**src/hdl/vts_pkg.sv**
```systemverilog
package vts_pkg;

	localparam int TIMER_BITS   = 24;
	localparam int TIMEOUT_BITS = 24;
	localparam int CMP_BITS     = (TIMER_BITS > TIMEOUT_BITS) ? TIMER_BITS : TIMEOUT_BITS;

	localparam logic [TIMEOUT_BITS-1:0] TIMEOUT_RESET = TIMEOUT_BITS'(40000);
	localparam logic [TIMER_BITS-1:0]   TIMER_MAX     = {TIMER_BITS{1'b1}};

	typedef enum logic [2:0] {
		OP_TICK  = 3'd0,
		OP_CHECK = 3'd1,
		OP_OPEN  = 3'd2,
		OP_CLOSE = 3'd3,
		OP_STOP  = 3'd4
	} opcode_t;

	typedef enum logic [2:0] {
		ST_STOPPED = 3'd0,
		ST_OPENING = 3'd1,
		ST_CLOSING = 3'd2,
		ST_OPENED  = 3'd3,
		ST_CLOSED  = 3'd4,
		ST_ERROR   = 3'd5
	} status_t;

	typedef struct packed {
		logic [2:0] opcode;
		logic       limit_switch;
	} item_t;

	typedef struct packed {
		logic [2:0] valve_status;
		logic       moving;
		logic       at_end;
		logic       faulted;
	} result_t;

	typedef logic [TIMEOUT_BITS-1:0] timeout_t;

endpackage

```
**src/hdl/vts_intf.sv**
```systemverilog
interface vts_item_if;
	logic           valid;
	logic           ready;
	vts_pkg::item_t payload;

	modport source (output valid, output payload, input ready);
	modport sink (input valid, input payload, output ready);
endinterface

interface vts_result_if;
	logic             valid;
	logic             ready;
	vts_pkg::result_t payload;

	modport source (output valid, output payload, input ready);
	modport sink (input valid, input payload, output ready);
endinterface

interface vts_cfg_if;
	logic              valid;
	logic              ready;
	vts_pkg::timeout_t payload;

	modport source (output valid, output payload, input ready);
	modport sink (input valid, input payload, output ready);
endinterface

```
**src/hdl/valve_travel_supervisor.sv**
```systemverilog
// Valve travel supervisor. Each item beat carries one event (tick, end switch check, open,
// close, stop); the valve status and its derived flags come back one result beat per item,
// in the cycle after acceptance, and a new item is taken every cycle while the result register
// is empty or being drained. The single cfg register is timeout_ticks (reset 40000): travel
// ticks allowed before a check with the end switch not at its target reports error. Write
// it only while the block is idle; a late arrival still ends travel as opened or closed.
module valve_travel_supervisor (
	input  logic           clk,
	input  logic           arst_n,
	vts_item_if.sink       item,
	vts_result_if.source   result,
	vts_cfg_if.sink        cfg
);

	vts_pkg::status_t                   status_q;
	logic [vts_pkg::TIMER_BITS-1:0]     elapsed_q;
	vts_pkg::timeout_t                  timeout_q;
	logic                               res_valid_q;
	vts_pkg::result_t                   res_q;

	logic                               item_fire;
	vts_pkg::status_t                   status_d;
	logic [vts_pkg::TIMER_BITS-1:0]     elapsed_d;
	logic                               moving_now;
	logic                               timed_out;

	assign item.ready = !res_valid_q || result.ready;
	assign item_fire  = item.valid && item.ready;
	assign cfg.ready  = 1'b1;

	assign moving_now = (status_q == vts_pkg::ST_OPENING) || (status_q == vts_pkg::ST_CLOSING);
	assign timed_out  = vts_pkg::CMP_BITS'(elapsed_q) > vts_pkg::CMP_BITS'(timeout_q);

	always_comb begin
		status_d  = status_q;
		elapsed_d = elapsed_q;
		case (item.payload.opcode)
			vts_pkg::OP_TICK: begin
				if (moving_now && elapsed_q != vts_pkg::TIMER_MAX) begin
					elapsed_d = elapsed_q + 1'b1;
				end
			end
			vts_pkg::OP_CHECK: begin
				if (status_q == vts_pkg::ST_OPENING && item.payload.limit_switch) begin
					status_d = vts_pkg::ST_OPENED;
				end else if (status_q == vts_pkg::ST_CLOSING && !item.payload.limit_switch) begin
					status_d = vts_pkg::ST_CLOSED;
				end else if (moving_now && timed_out) begin
					status_d = vts_pkg::ST_ERROR;
				end
			end
			vts_pkg::OP_OPEN: begin
				status_d  = vts_pkg::ST_OPENING;
				elapsed_d = '0;
			end
			vts_pkg::OP_CLOSE: begin
				status_d  = vts_pkg::ST_CLOSING;
				elapsed_d = '0;
			end
			vts_pkg::OP_STOP: begin
				status_d = vts_pkg::ST_STOPPED;
			end
			default: begin
			end
		endcase
	end

	always_ff @(posedge clk or negedge arst_n) begin
		if (!arst_n) begin
			status_q    <= vts_pkg::ST_STOPPED;
			elapsed_q   <= '0;
			timeout_q   <= vts_pkg::TIMEOUT_RESET;
			res_valid_q <= 1'b0;
		end else begin
			if (cfg.valid) begin
				timeout_q <= cfg.payload;
			end
			if (item_fire) begin
				status_q  <= status_d;
				elapsed_q <= elapsed_d;
			end
			if (item_fire) begin
				res_valid_q <= 1'b1;
			end else if (result.ready) begin
				res_valid_q <= 1'b0;
			end
		end
	end

	always_ff @(posedge clk) begin
		if (item_fire) begin
			res_q.valve_status <= status_d;
			res_q.moving       <= (status_d == vts_pkg::ST_OPENING) ||
			                      (status_d == vts_pkg::ST_CLOSING);
			res_q.at_end       <= (status_d == vts_pkg::ST_OPENED) ||
			                      (status_d == vts_pkg::ST_CLOSED);
			res_q.faulted      <= (status_d == vts_pkg::ST_ERROR);
		end
	end

	assign result.valid   = res_valid_q;
	assign result.payload = res_q;

	a_flags_exclusive: assert property (@(posedge clk) disable iff (!arst_n)
		result.valid |-> $onehot0({result.payload.moving, result.payload.at_end,
			result.payload.faulted}))
		else $error("result flags not exclusive");

	a_status_tracks: assert property (@(posedge clk) disable iff (!arst_n)
		item_fire |=> result.valid && result.payload.valve_status == status_q)
		else $error("result status differs from held status");

	a_restart_clears: assert property (@(posedge clk) disable iff (!arst_n)
		item_fire && (item.payload.opcode == vts_pkg::OP_OPEN ||
			item.payload.opcode == vts_pkg::OP_CLOSE) |=> elapsed_q == '0)
		else $error("travel timer not cleared on open or close");

	a_idle_timer_holds: assert property (@(posedge clk) disable iff (!arst_n)
		!moving_now && !(item_fire && (item.payload.opcode == vts_pkg::OP_OPEN ||
			item.payload.opcode == vts_pkg::OP_CLOSE)) |=> $stable(elapsed_q))
		else $error("travel timer moved while valve idle");

	a_fault_flag: assert property (@(posedge clk) disable iff (!arst_n)
		result.valid |-> result.payload.faulted ==
			(result.payload.valve_status == vts_pkg::ST_ERROR))
		else $error("fault flag disagrees with status");

endmodule
```
**src/flat_wrapper.sv**
```systemverilog
// flat-port wrapper written by rule: the top's interface ports become plain ports
module valve_travel_supervisor_flat 
  (clk, arst_n, item_valid, item_payload, item_ready, result_valid, result_payload, result_ready, cfg_valid, cfg_payload, cfg_ready);
  vts_item_if item_i ();
  vts_result_if result_i ();
  vts_cfg_if cfg_i ();
  input  logic clk;
  input  logic arst_n;
  input wire logic [$bits(item_i.valid)-1:0] item_valid;
  input wire logic [$bits(item_i.payload)-1:0] item_payload;
  output wire logic [$bits(item_i.ready)-1:0] item_ready;
  output wire logic [$bits(result_i.valid)-1:0] result_valid;
  output wire logic [$bits(result_i.payload)-1:0] result_payload;
  input wire logic [$bits(result_i.ready)-1:0] result_ready;
  input wire logic [$bits(cfg_i.valid)-1:0] cfg_valid;
  input wire logic [$bits(cfg_i.payload)-1:0] cfg_payload;
  output wire logic [$bits(cfg_i.ready)-1:0] cfg_ready;
  assign item_i.valid = item_valid;
  assign item_i.payload = item_payload;
  assign item_ready = item_i.ready;
  assign result_valid = result_i.valid;
  assign result_payload = result_i.payload;
  assign result_i.ready = result_ready;
  assign cfg_i.valid = cfg_valid;
  assign cfg_i.payload = cfg_payload;
  assign cfg_ready = cfg_i.ready;
  valve_travel_supervisor u_core (.clk(clk), .arst_n(arst_n), .item(item_i), .result(result_i), .cfg(cfg_i));
endmodule
```
**config.mk**
```make
export PLATFORM = sky130hd
export DESIGN_NAME = valve_travel_supervisor_flat
export DESIGN_NICKNAME = d
export VERILOG_FILES = /design/src/hdl/vts_pkg.sv /design/src/hdl/vts_intf.sv /design/src/hdl/valve_travel_supervisor.sv /design/src/flat_wrapper.sv
export SDC_FILE = /design/constraint.sdc
export NUM_CORES = 1
export LEC_CHECK = 0
export BUFFER_PORTS_ARGS = -buffer_cell sky130_fd_sc_hd__buf_2
export CORE_MARGIN = 2
export CORE_UTILIZATION = 49
export DETAILED_ROUTE_END_ITERATION = 6
export PLACE_DENSITY = 0.77
export SETUP_SLACK_MARGIN = 0.2
export SYNTH_ARGS = -nofsm -noshare
export SYNTH_HDL_FRONTEND = slang
export SYNTH_SLANG_ARGS = --single-unit
```
**constraint.sdc**
```tcl
create_clock -name clk -period 3.2 [get_ports clk]
set_input_delay 0.64 -clock clk [delete_from_list [all_inputs] [get_ports clk]]
set_output_delay 0.64 -clock clk [all_outputs]
set_load 0.01 [all_outputs]
```
# Word-level counts from Yosys, hierarchy flattened
# Cells that the tools add are included.
# W data, S select, Z words.
[classes]
add_sub_neg = 1
n_lt_le_gt_ge = 1
n_eq_ne = 13
n_mux = 8
n_reduce_logical = 16
[op_table]
columns = ["op", "n"]
rows = [
  ["$pmux W24 S2", 1],
  ["$add A24 B1 Y24 const B", 1],
  ["$gt A24 B24 Y1", 1],
  ["$mux W24", 1],
  ["$ne A24 B24 Y1 const B", 1],
  ["$eq A3 B2 Y1 const B", 5],
  ["$pmux W3 S4", 1],
  ["$eq A3 B1 Y1 const B", 3],
  ["$eq A3 B3 Y1 const B", 3],
  ["$mux W3", 3],
  ["$logic_and A1 B1 Y1", 5],
  ["$logic_or A1 B1 Y1", 4],
  ["$reduce_bool A2 Y1", 2],
  ["$logic_not A3 Y1", 1],
  ["$reduce_and A3 Y1", 1],
  ["$logic_not A1 Y1", 2],
  ["$mux W1", 2],
  ["$ne A2 B1 Y1 const B", 1],
  ["$reduce_or A2 Y1", 1],
]
[totals]
regBits = 58
out_inout_bits = 9
elab_cells = 47

# Logic depth before layout (Yosys ltp)
# Gate-level depths: netlist of run 1.
[logic_depth]
ltp_word = 9
depth_mapped = 10

# Worst setup path after synthesis of run 1
# No wires, ideal clock.
[synth_path]
path_kind = "register to register"
from = "register u_core.timeout_q[15]"
to = "register u_core.res_q, in the netlist u_core.result.payload[2] (data pin)"
arrival_ps = 2188
slack_ps = 754
stages_incl_launch_ff = 11
path_buffers = 0
period_less_slack_ps = 2446
cell_sequence = "dfstp_2 inv_1 ha_1 and4_1 and4bb_1 o311ai_1 and3_1 or3_1 a21o_1 clkinv_2 mux2i_1"
[synth_between]
elab_chain_cells = 8
elab_cells_between_ends = 9
cone_classes = "1 x order compare; 2 x eq/ne; 4 x mux; 2 x reduce/logical"
[synth_rtl]
columns = ["element", "line_no", "text"]
rows = [
  ["from (decl)", "valve_travel_supervisor.sv:17", "vts_pkg::timeout_t timeout_q;"],
  ["from (signal assigned)", "valve_travel_supervisor.sv:72", "timeout_q <= vts_pkg::TIMEOUT_RESET;"],
  ["from (signal assigned)", "valve_travel_supervisor.sv:76", "timeout_q <= cfg.payload;"],
  ["$gt A24 B24 Y1 (*)", "valve_travel_supervisor.sv:32", "assign timed_out = vts_pkg::CMP_BITS'(elapsed_q) > vts_pkg::CMP_BITS'(timeout_q);"],
  ["$logic_and A1 B1 Y1 (*)", "valve_travel_supervisor.sv:48", "end else if (moving_now && timed_out) begin"],
  ["$mux W3 (*)", "valve_travel_supervisor.sv:48", ""],
  ["$mux W3 (*)", "valve_travel_supervisor.sv:46", "end else if (status_q == vts_pkg::ST_CLOSING && !item.payload.limit_switch) begin"],
  ["$mux W3 (*)", "valve_travel_supervisor.sv:44", "if (status_q == vts_pkg::ST_OPENING && item.payload.limit_switch) begin"],
  ["$pmux W3 S4 (*)", "valve_travel_supervisor.sv:37", "case (item.payload.opcode)"],
  ["via u_core.status_d[0]", "valve_travel_supervisor.sv:22", "vts_pkg::status_t status_d;"],
  ["$eq A3 B1 Y1 / $eq A3 B2 Y1 (equally long branches)", "valve_travel_supervisor.sv:93, valve_travel_supervisor.sv:94", ""],
  ["$logic_or A1 B1 Y1 (*)", "valve_travel_supervisor.sv:93", "res_q.moving <= (status_d == vts_pkg::ST_OPENING) ||"],
  ["to (decl)", "valve_travel_supervisor.sv:19", "vts_pkg::result_t res_q;"],
]
# Mark *: on every way through the listed nets, which the timed path passes. The rest lies on a longest branch.
# A chain may end at the register's enable or synchronous reset.

# Worst setup path in the final report of run 1
[layout_path]
from = "register u_core.timeout_q[10]"
to = "register u_core.res_q, in the netlist u_core.result.payload[2] (data pin)"
# Same word-level chain as after synthesis.

==> results of run 1 <==
==> through the flow <==
stage / cells / hold WS (ps) / power, mW
after floorplan: 351 / 344 / 1.08
after global placement: 463 / 501 / 1.16
after detailed placement: 463 / 508 / 1.18
after CTS: 479 / 231 / 1.73
after global routing: 479 / 249 / 1.83
final: 479 / 222 / 1.72
==> cell usage in the layout (no fill, tap or decap), drive strengths merged <==
cell | Yosys | layout
a211oi | 1 | 1
a21o | 3 | 3
a21oi | 15 | 15
a22oi | 1 | 1
a31oi | 1 | 1
a32oi | 1 | 1
and2 | 7 | 7
and3 | 4 | 4
and4 | 6 | 6
and4bb | 1 | 1
buf | 3 | 42
clkbuf | 7 | 12
clkinv | 1 | 5
conb | 1 | 1
dfrtp | 47 | 47
dfstp | 5 | 5
edfxtp | 6 | 6
ha | 25 | 25
inv | 33 | 33
mux2 | 2 | 2
mux2i | 1 | 1
nand2 | 50 | 50
nand2b | 6 | 6
nand3 | 8 | 8
nand4 | 10 | 10
nand4bb | 2 | 2
nor2 | 26 | 26
nor3 | 9 | 9
nor3b | 3 | 3
nor4 | 1 | 1
nor4b | 3 | 3
o211ai | 2 | 2
o21ai | 33 | 33
o221ai | 1 | 1
o311a | 1 | 1
o311ai | 1 | 1
or3 | 2 | 2
xnor2 | 11 | 11
xor2 | 11 | 11
==> worst paths after layout <==
path	end
hold / removal	u_core.status_q[0]
min in group clk	u_core.timeout_q[2]
setup / recovery	u_core.result.payload[2]
max in group asynchronous	u_core.timeout_q[6]
hold reg to reg	u_core.timeout_q[15]
setup reg to reg	u_core.result.payload[2]
==> registers in the layout (all words and copies together), names as in the netlist <==
name	cells
u_core.status_q	3
u_core.elapsed_q	24
u_core.result.payload	6
u_core.timeout_q	24
u_core.result.valid	1
==> synth_stat cells, types with 2 or more instances <==
cell and count:
dfrtp_1 47, buf_4 2, nor4b_2 2, nand4_1 9, clkbuf_1 7, nor2_1 26, dfstp_2 5, or3_1 2
a21o_1 2, and3_1 4, o21ai_0 30, o211ai_2 2, xnor2_1 11, and4_1 6, edfxtp_1 6, nor3_1 2
nor3b_1 3, xor2_1 11, inv_1 32, ha_1 25, nand2b_1 6, nor3_2 7, nand2_1 50, nand3_1 8
a21oi_1 14, mux2_2 2, o21ai_1 3, and2_1 7
==> critical path: stages, from the launching register on <==
cell and delay (ps):
dfstp_2 520, inv_1 50, ha_1 300, and4_1 240, and4bb_1 280, o311ai_1 150
and3_1 220, or3_1 380, a21o_1 230, clkinv_2 70, mux2i_1 180
==> metal layers <==
layer,share of wire [%],global-route usage [%],vias to the layer above
met5,0,0,-
met4,2.3,9.52,0
met3,3.4,2.95,12
met2,48,32.4,57
met1,46,27.1,1194
li1,-,-,1287
==> area by class of cell <==
class                           count  area [sq um]  share of cell area, %
Timing Repair Buffer               42           215                   5.70
Tap cell                           80           100                   2.65
Clock buffer                       12           135                   3.58
Multi-Input combinational cell    249          1690                   44.7
Sequential cell                    58          1490                   39.4
Clock inverter                      4          20.0                  0.531
Inverter                           34           129                   3.42
==> logic make-up (layout without fill, tap and decap cells) <==
kind of cell	count (synthesis)	in the layout	synth area share (%)
AOI/OAI and AO/OA	60	60	10.9
adders and majority gates	25	25	9.32
buffers and inverters	44	92	5.41
xor gates and xnor gates	22	22	5.74
muxes	3	3	0.970
DFF	58	58	44.3
and+or+nand+nor	138	138	23.2
other	1	1	0.112
==> power groups by stage <==
stage                     Sequential (mW)  Clock, mW  Combinational, mW
final                               0.854      0.559              0.310
after global routing                0.862      0.604              0.359
after CTS                           0.854      0.568              0.312
after detailed placement            0.867          0              0.309
after global placement              0.863          0              0.301
after floorplan                     0.861          0              0.214
==> key figures, run 1 <==
Status
  • Status: completed

Synthesis
  • Top area cells in the synthesized netlist: dfrtp_1 (35%), ha_1 (9.3%), nand2_1 (5.6%), edfxtp_1 (5.4%), o21ai_0 (4.5%)
  • Netlist cell types: 48
  • EDFF count, synth: 6
  • Cell taking the most area after synthesis: dfrtp_1
  • Predominant post-synthesis flop cell: dfrtp_1
  • Syn Inst Count: 351
  • Netlist Area Pre-Place: 3350 sq um
  • #FFs+latches synth: 58
  • Seq/Total Area, Yosys: 44.3%
  • Syn Area/Cell: 9.56 sq um
  • Syn. warnings: 0
  • Share of the synthesized area in the top cell type: 35.1%
  • Ys async rst share: 89.7%
  • Post-Syn Nets: 409

STA
  • Skew final: 8.11 ps
  • TNS Setup: 0 ps
  • Tmin final: 2760 ps
  • Tcrit/Tclk final: 86.2%
  • Unrepaired setup endpoints after global routing: no
  • Hold Violations, Final: 0
  • Max Freq: 363 MHz
  • Final WS setup: 443 ps
  • Least-Margin Pin Slew: 686 ps
  • Final setup fails: 0
  • Slew headroom: 54.3%
  • Max-slew violation count: 0

Layout
  • Post-route cell area: 3770 sq um
  • Nets: 452
  • Layout cells sized above 1: 20.6%
  • Filler cells: 576
  • Final core occ: 56.1%
  • Area delta synth->final: 12.5%
  • Diodes inserted: 0

Global route
  • Vias in the first global route: 2439
  • Total track usage: 20.3%
  • Initial antenna violation count: 0
  • Largest net degree at the start of global routing: 48
  • Global-route wire length before repair: 11800 microns
  • Grt ovf: 0

Worst setup path
  • Worst Path Arrival: 2940 ps
  • FF-to-FF Start: u_core.timeout_q[10]
  • Crit Path Category: flop to flop
  • FF-to-FF path depth: 10
  • WP data required: 3390 ps
  • Startpoint types: flop
  • Worst Setup End Kind: flop
  • Worst R2R Setup Slack: 440 ps
  • Critical path origin: u_core.timeout_q[10]
  • Crit-path max FO: 4

Flow run
  • Max cap viols: 0

Power and ir drop
  • Leak Pwr: 1.85 nW
  • P_sw: 0.508 mW
  • Sequential power share: 49.6%
  • Clk pwr share: 32.5%
  • Switching part of the total: 29.5%
  • Int Power: 1.21 mW
  • Logic pwr share: 18.0%
  • Cell Pwr Density: 457 nW/um^2
  • Worst VDD drop: 0.217 mV

CTS
  • Post-CTS sizing: 0
  • Clk slew on worst S/H paths: 70 ps
  • Max Root-Sink Buffers: 2
  • Clk Latency, worst-skew pair: 340 ps
  • Root Driver: clkbuf_8
  • Cts hold-fix bufs: 0
  • Htree depth: 3
  • Cts bufs inserted: 9
  • CTS tree: done
  • CTS sink count: 58
  • Postcts setup bufs: 0

Drt
  • WL/cell: 14.3 microns
  • DR vias/cell: 5.32
  • Initial drt markers: 166
  • Post-DRT Antenna Nets: 0
  • Drt drc: 0
  • DR vias: 2550
  • Final wirelength: 6830 microns
  • DRT Pass-1 Iters: 4

Placement
  • GP Congestion: 0.810
  • IO Port Bufs: 40
  • Post-Place Setup Slack: 505 ps
  • Area after DPL: 3620 sq um
  • Post-DP HPWL: 4930 microns

Die
  • Die H: 86.7 microns
  • Row count: 30
  • Core Region: 6720 sq um
  • DIE AREA: 7520 sq um
  • Starting Density: 49.9%
  • IO Pins: 42
  • Die width: 86.7 microns

Min path
  • Hold WC Path Type: input pin to async pin
No activity file was read; power rests on OpenSTA's default activity.
==> inputs of run 2 (changes only) <==
Settings changed: CAP_MARGIN set to 0, CORE_UTILIZATION 49 to 25, PLACE_DENSITY 0.77 to 0.49.
Clock period 3.2 ns to 2.6 ns, I/O delays scaled along.
==> run 2 against run 1 <==
Compared with the run above:
- sequential share of layout area decreased by 4.3 points
- cell area increased by 12%
- die area up 91%
- first-iteration DRC count shrank 5.4%
- the run now ends with negative setup slack left
- total power grew 53%
- count of clock-buffer cells in the layout is 1 higher
- global-route usage fell by 8.5 points
- combinational power grew 38%
- clock power is 110% higher
- critical path type unchanged
- via count rose by 2.6%
- routed wire length up 12%
- largest power group is now the clock network
- critical path depth unchanged
==> key figures, run 2 (synthesis results as in run 1) <==
CTS
  • CTS sink count: 58 (unchanged)
  • Cts bufs inserted: 9 (unchanged)
  • Cts hold-fix bufs: 0 (unchanged)
  • Clk Latency, worst-skew pair: 330 ps (about the same)
  • Htree depth: 3 (unchanged)
  • Max Root-Sink Buffers: 2 (unchanged)
  • Root Driver: clkbuf_16
  • CTS tree: done
  • Clk slew on worst S/H paths: 50 ps (-20 ps)

Die
  • DIE AREA: 14400 sq um (+91%)
  • Core Region: 13200 sq um (+96%)
  • Die H: 120 microns (+38%)
  • Die width: 120 microns (+38%)
  • IO Pins: 42 (unchanged)
  • Starting Density: 25.4% (-24 points)
  • Row count: 42 (+40%)

Layout
  • Final core occ: 32.1% (-24 points)
  • Storage cell area: 1490 sq um (about the same)
  • Layout cells sized above 1: 26.9% (+6.4 points)
  • Area of the multi-input gates: 1770 sq um (+5.0%)
  • Most frequent cells in the layout: nand2_1 (49), dfrtp_1 (46), buf_2 (40)
  • Commonest non-fill, non-tap cell in the layout: nand2_1
  • Area delta synth->final: 26.3%
  • Nets: 465 (+2.9%)
  • Diodes inserted: 0 (unchanged)
  • Filler cells: 1369 (+140%)

Drt
  • Initial drt markers: 157 (-5.4%)
  • WL/cell: 13.0 microns (-8.7%)
  • DRT Pass-1 Iters: 6 (+2)
  • Final wirelength: 7660 microns (+12%)
  • DR vias/cell: 4.45 (-16%)
  • DR vias: 2616 (+2.6%)
  • Drt drc: 0 (unchanged)
  • Post-DRT Antenna Nets: 0 (unchanged)

Worst setup path
  • Crit-path max FO: 4 (unchanged)
  • Worst Path Arrival: 2690 ps (-250 ps)
  • Worst Setup End Kind: flop
  • Buffers & Inverters on Critical Path: 2 (unchanged)
  • Crit Path Category: flop to flop
  • Critical path, cell by cell: inv_2, ha_4, and4_4, and4bb_2, o311ai_4, and3_4, or3_1, a21o_1, clkinv_2, mux2i_1
  • Delay-heaviest family, CP: simple AND/OR/NAND/NOR gates
  • Slowest cell on crit path: dfstp_2
  • Delay of the slowest cell on the worst path: 520 ps (about the same)
  • Startpoint types: flop
  • WP data required: 2680 ps (-710 ps)

Power and ir drop
  • Cell Pwr Density: 624 nW/um^2 (+37%)
  • Leak Pwr: 1.98 nW (+6.6%)
  • Worst VDD drop: 0.281 mV (+29%)
  • Total power: 2.64 mW (+53%)

Global route
  • Largest net degree at the start of global routing: 53 (+10%)
  • Grt ovf: 0 (unchanged)
  • Total track usage: 11.8% (-8.5 points)
  • Initial antenna violation count: 0 (unchanged)
  • Global-route wire length before repair: 13200 microns (+12%)
  • Vias in the first global route: 2653 (+8.8%)

STA
  • Unrepaired setup endpoints after global routing: yes
  • Worst hold slack: 185 ps (-37.5 ps)
  • Final setup fails: 1 (+1)
  • Max Freq: 384 MHz (+5.9%)
  • Skew final: 7.54 ps (-0.572 ps)
  • Hold Violations, Final: 0 (unchanged)
  • Slew headroom: 65.0% (+11 points)
  • Tcrit/Tclk final: 100% (+14 points)
  • Least-Margin Pin Slew: 518 ps (-168 ps)
  • Max-slew violation count: 0 (unchanged)
  • Tmin final: 2600 ps (-154 ps)
  • TNS Setup: -3.89 ps (-3.89 ps)
  • Final WS setup: -3.89 ps (-446 ps)

Status
  • Failing checks: negative setup slack
  • Status: finished, violations left

Flow run
  • Max cap viols: 0 (unchanged)

Placement
  • Post-Place Setup Slack: -14.8 ps (-520 ps)
  • GP Congestion: 0.800 (-1.2%)
  • Post-DP HPWL: 5490 microns (+11%)
  • IO Port Bufs: 40 (unchanged)

Min path
  • Hold WC Path Type: input pin to async pin
-- run 2: changes by cell type in the layout (fill, tap and decap cells not counted), sizes merged --
cell and delta:
clkinv -2, clkbuf +1, buf +13, bufinv +1
-- run 2: routing by layer --
layer | routed length [microns] | global-route usage (%)
met1 | 3800 | 15.8
met2 | 3460 | 18.2
met3 | 262 | 2.66
met4 | 139 | 4.93
met5 | 0 | 0
-- run 2: path summary, 6_finish.rpt --
path	start	endpoint	slack (ps)	depth (start not counted)
max	u_core.timeout_q[15]	u_core.result.payload[2]	-4	10
min	arst_n	u_core.timeout_q[9]	180	2
max reg2reg	u_core.timeout_q[15]	u_core.result.payload[2]	-4	10
min reg2reg	u_core.timeout_q[6]	u_core.timeout_q[6]	520	2
max in group asynchronous	arst_n	u_core.timeout_q[6]	2120	2
min in group clk	item_valid	u_core.result.valid	400	2
-- run 2: layout make-up --
class | instances | area share [%]
multi-input combinational | 249 | 41.8
sequential | 58 | 35.2
timing repair buffer | 55 | 7.98
clock buffer | 13 | 5.91
tap | 176 | 5.20
inverter | 34 | 3.04
clock inverter | 3 | 0.945
-- run 2: power breakdown --
group	switching, mW	total [mW]	internal (mW)
combinational	0.242	0.427	0.185
clock	0.401	1.16	0.764
sequential	0.0521	1.05	1.00
-- run 2: what timing repair did --
item | 4_1_cts | 5_1_grt
setup endpoints to repair | 6 | 18
gates resized for setup | 13 | 3
endpoints found under the hold margin | 0 | 0
setup buffers | 2 | 3
pin swaps | 10 | 6
-- run 2: per-stage QoR --
stage          instances  instance area (sq um)
2_1_floorplan        351                   3370
3_3_place_gp         567                   3820
3_5_place_dp         567                   3820
4_1_cts              585                   4190
5_1_grt              588                   4240
6_report             588                   4240
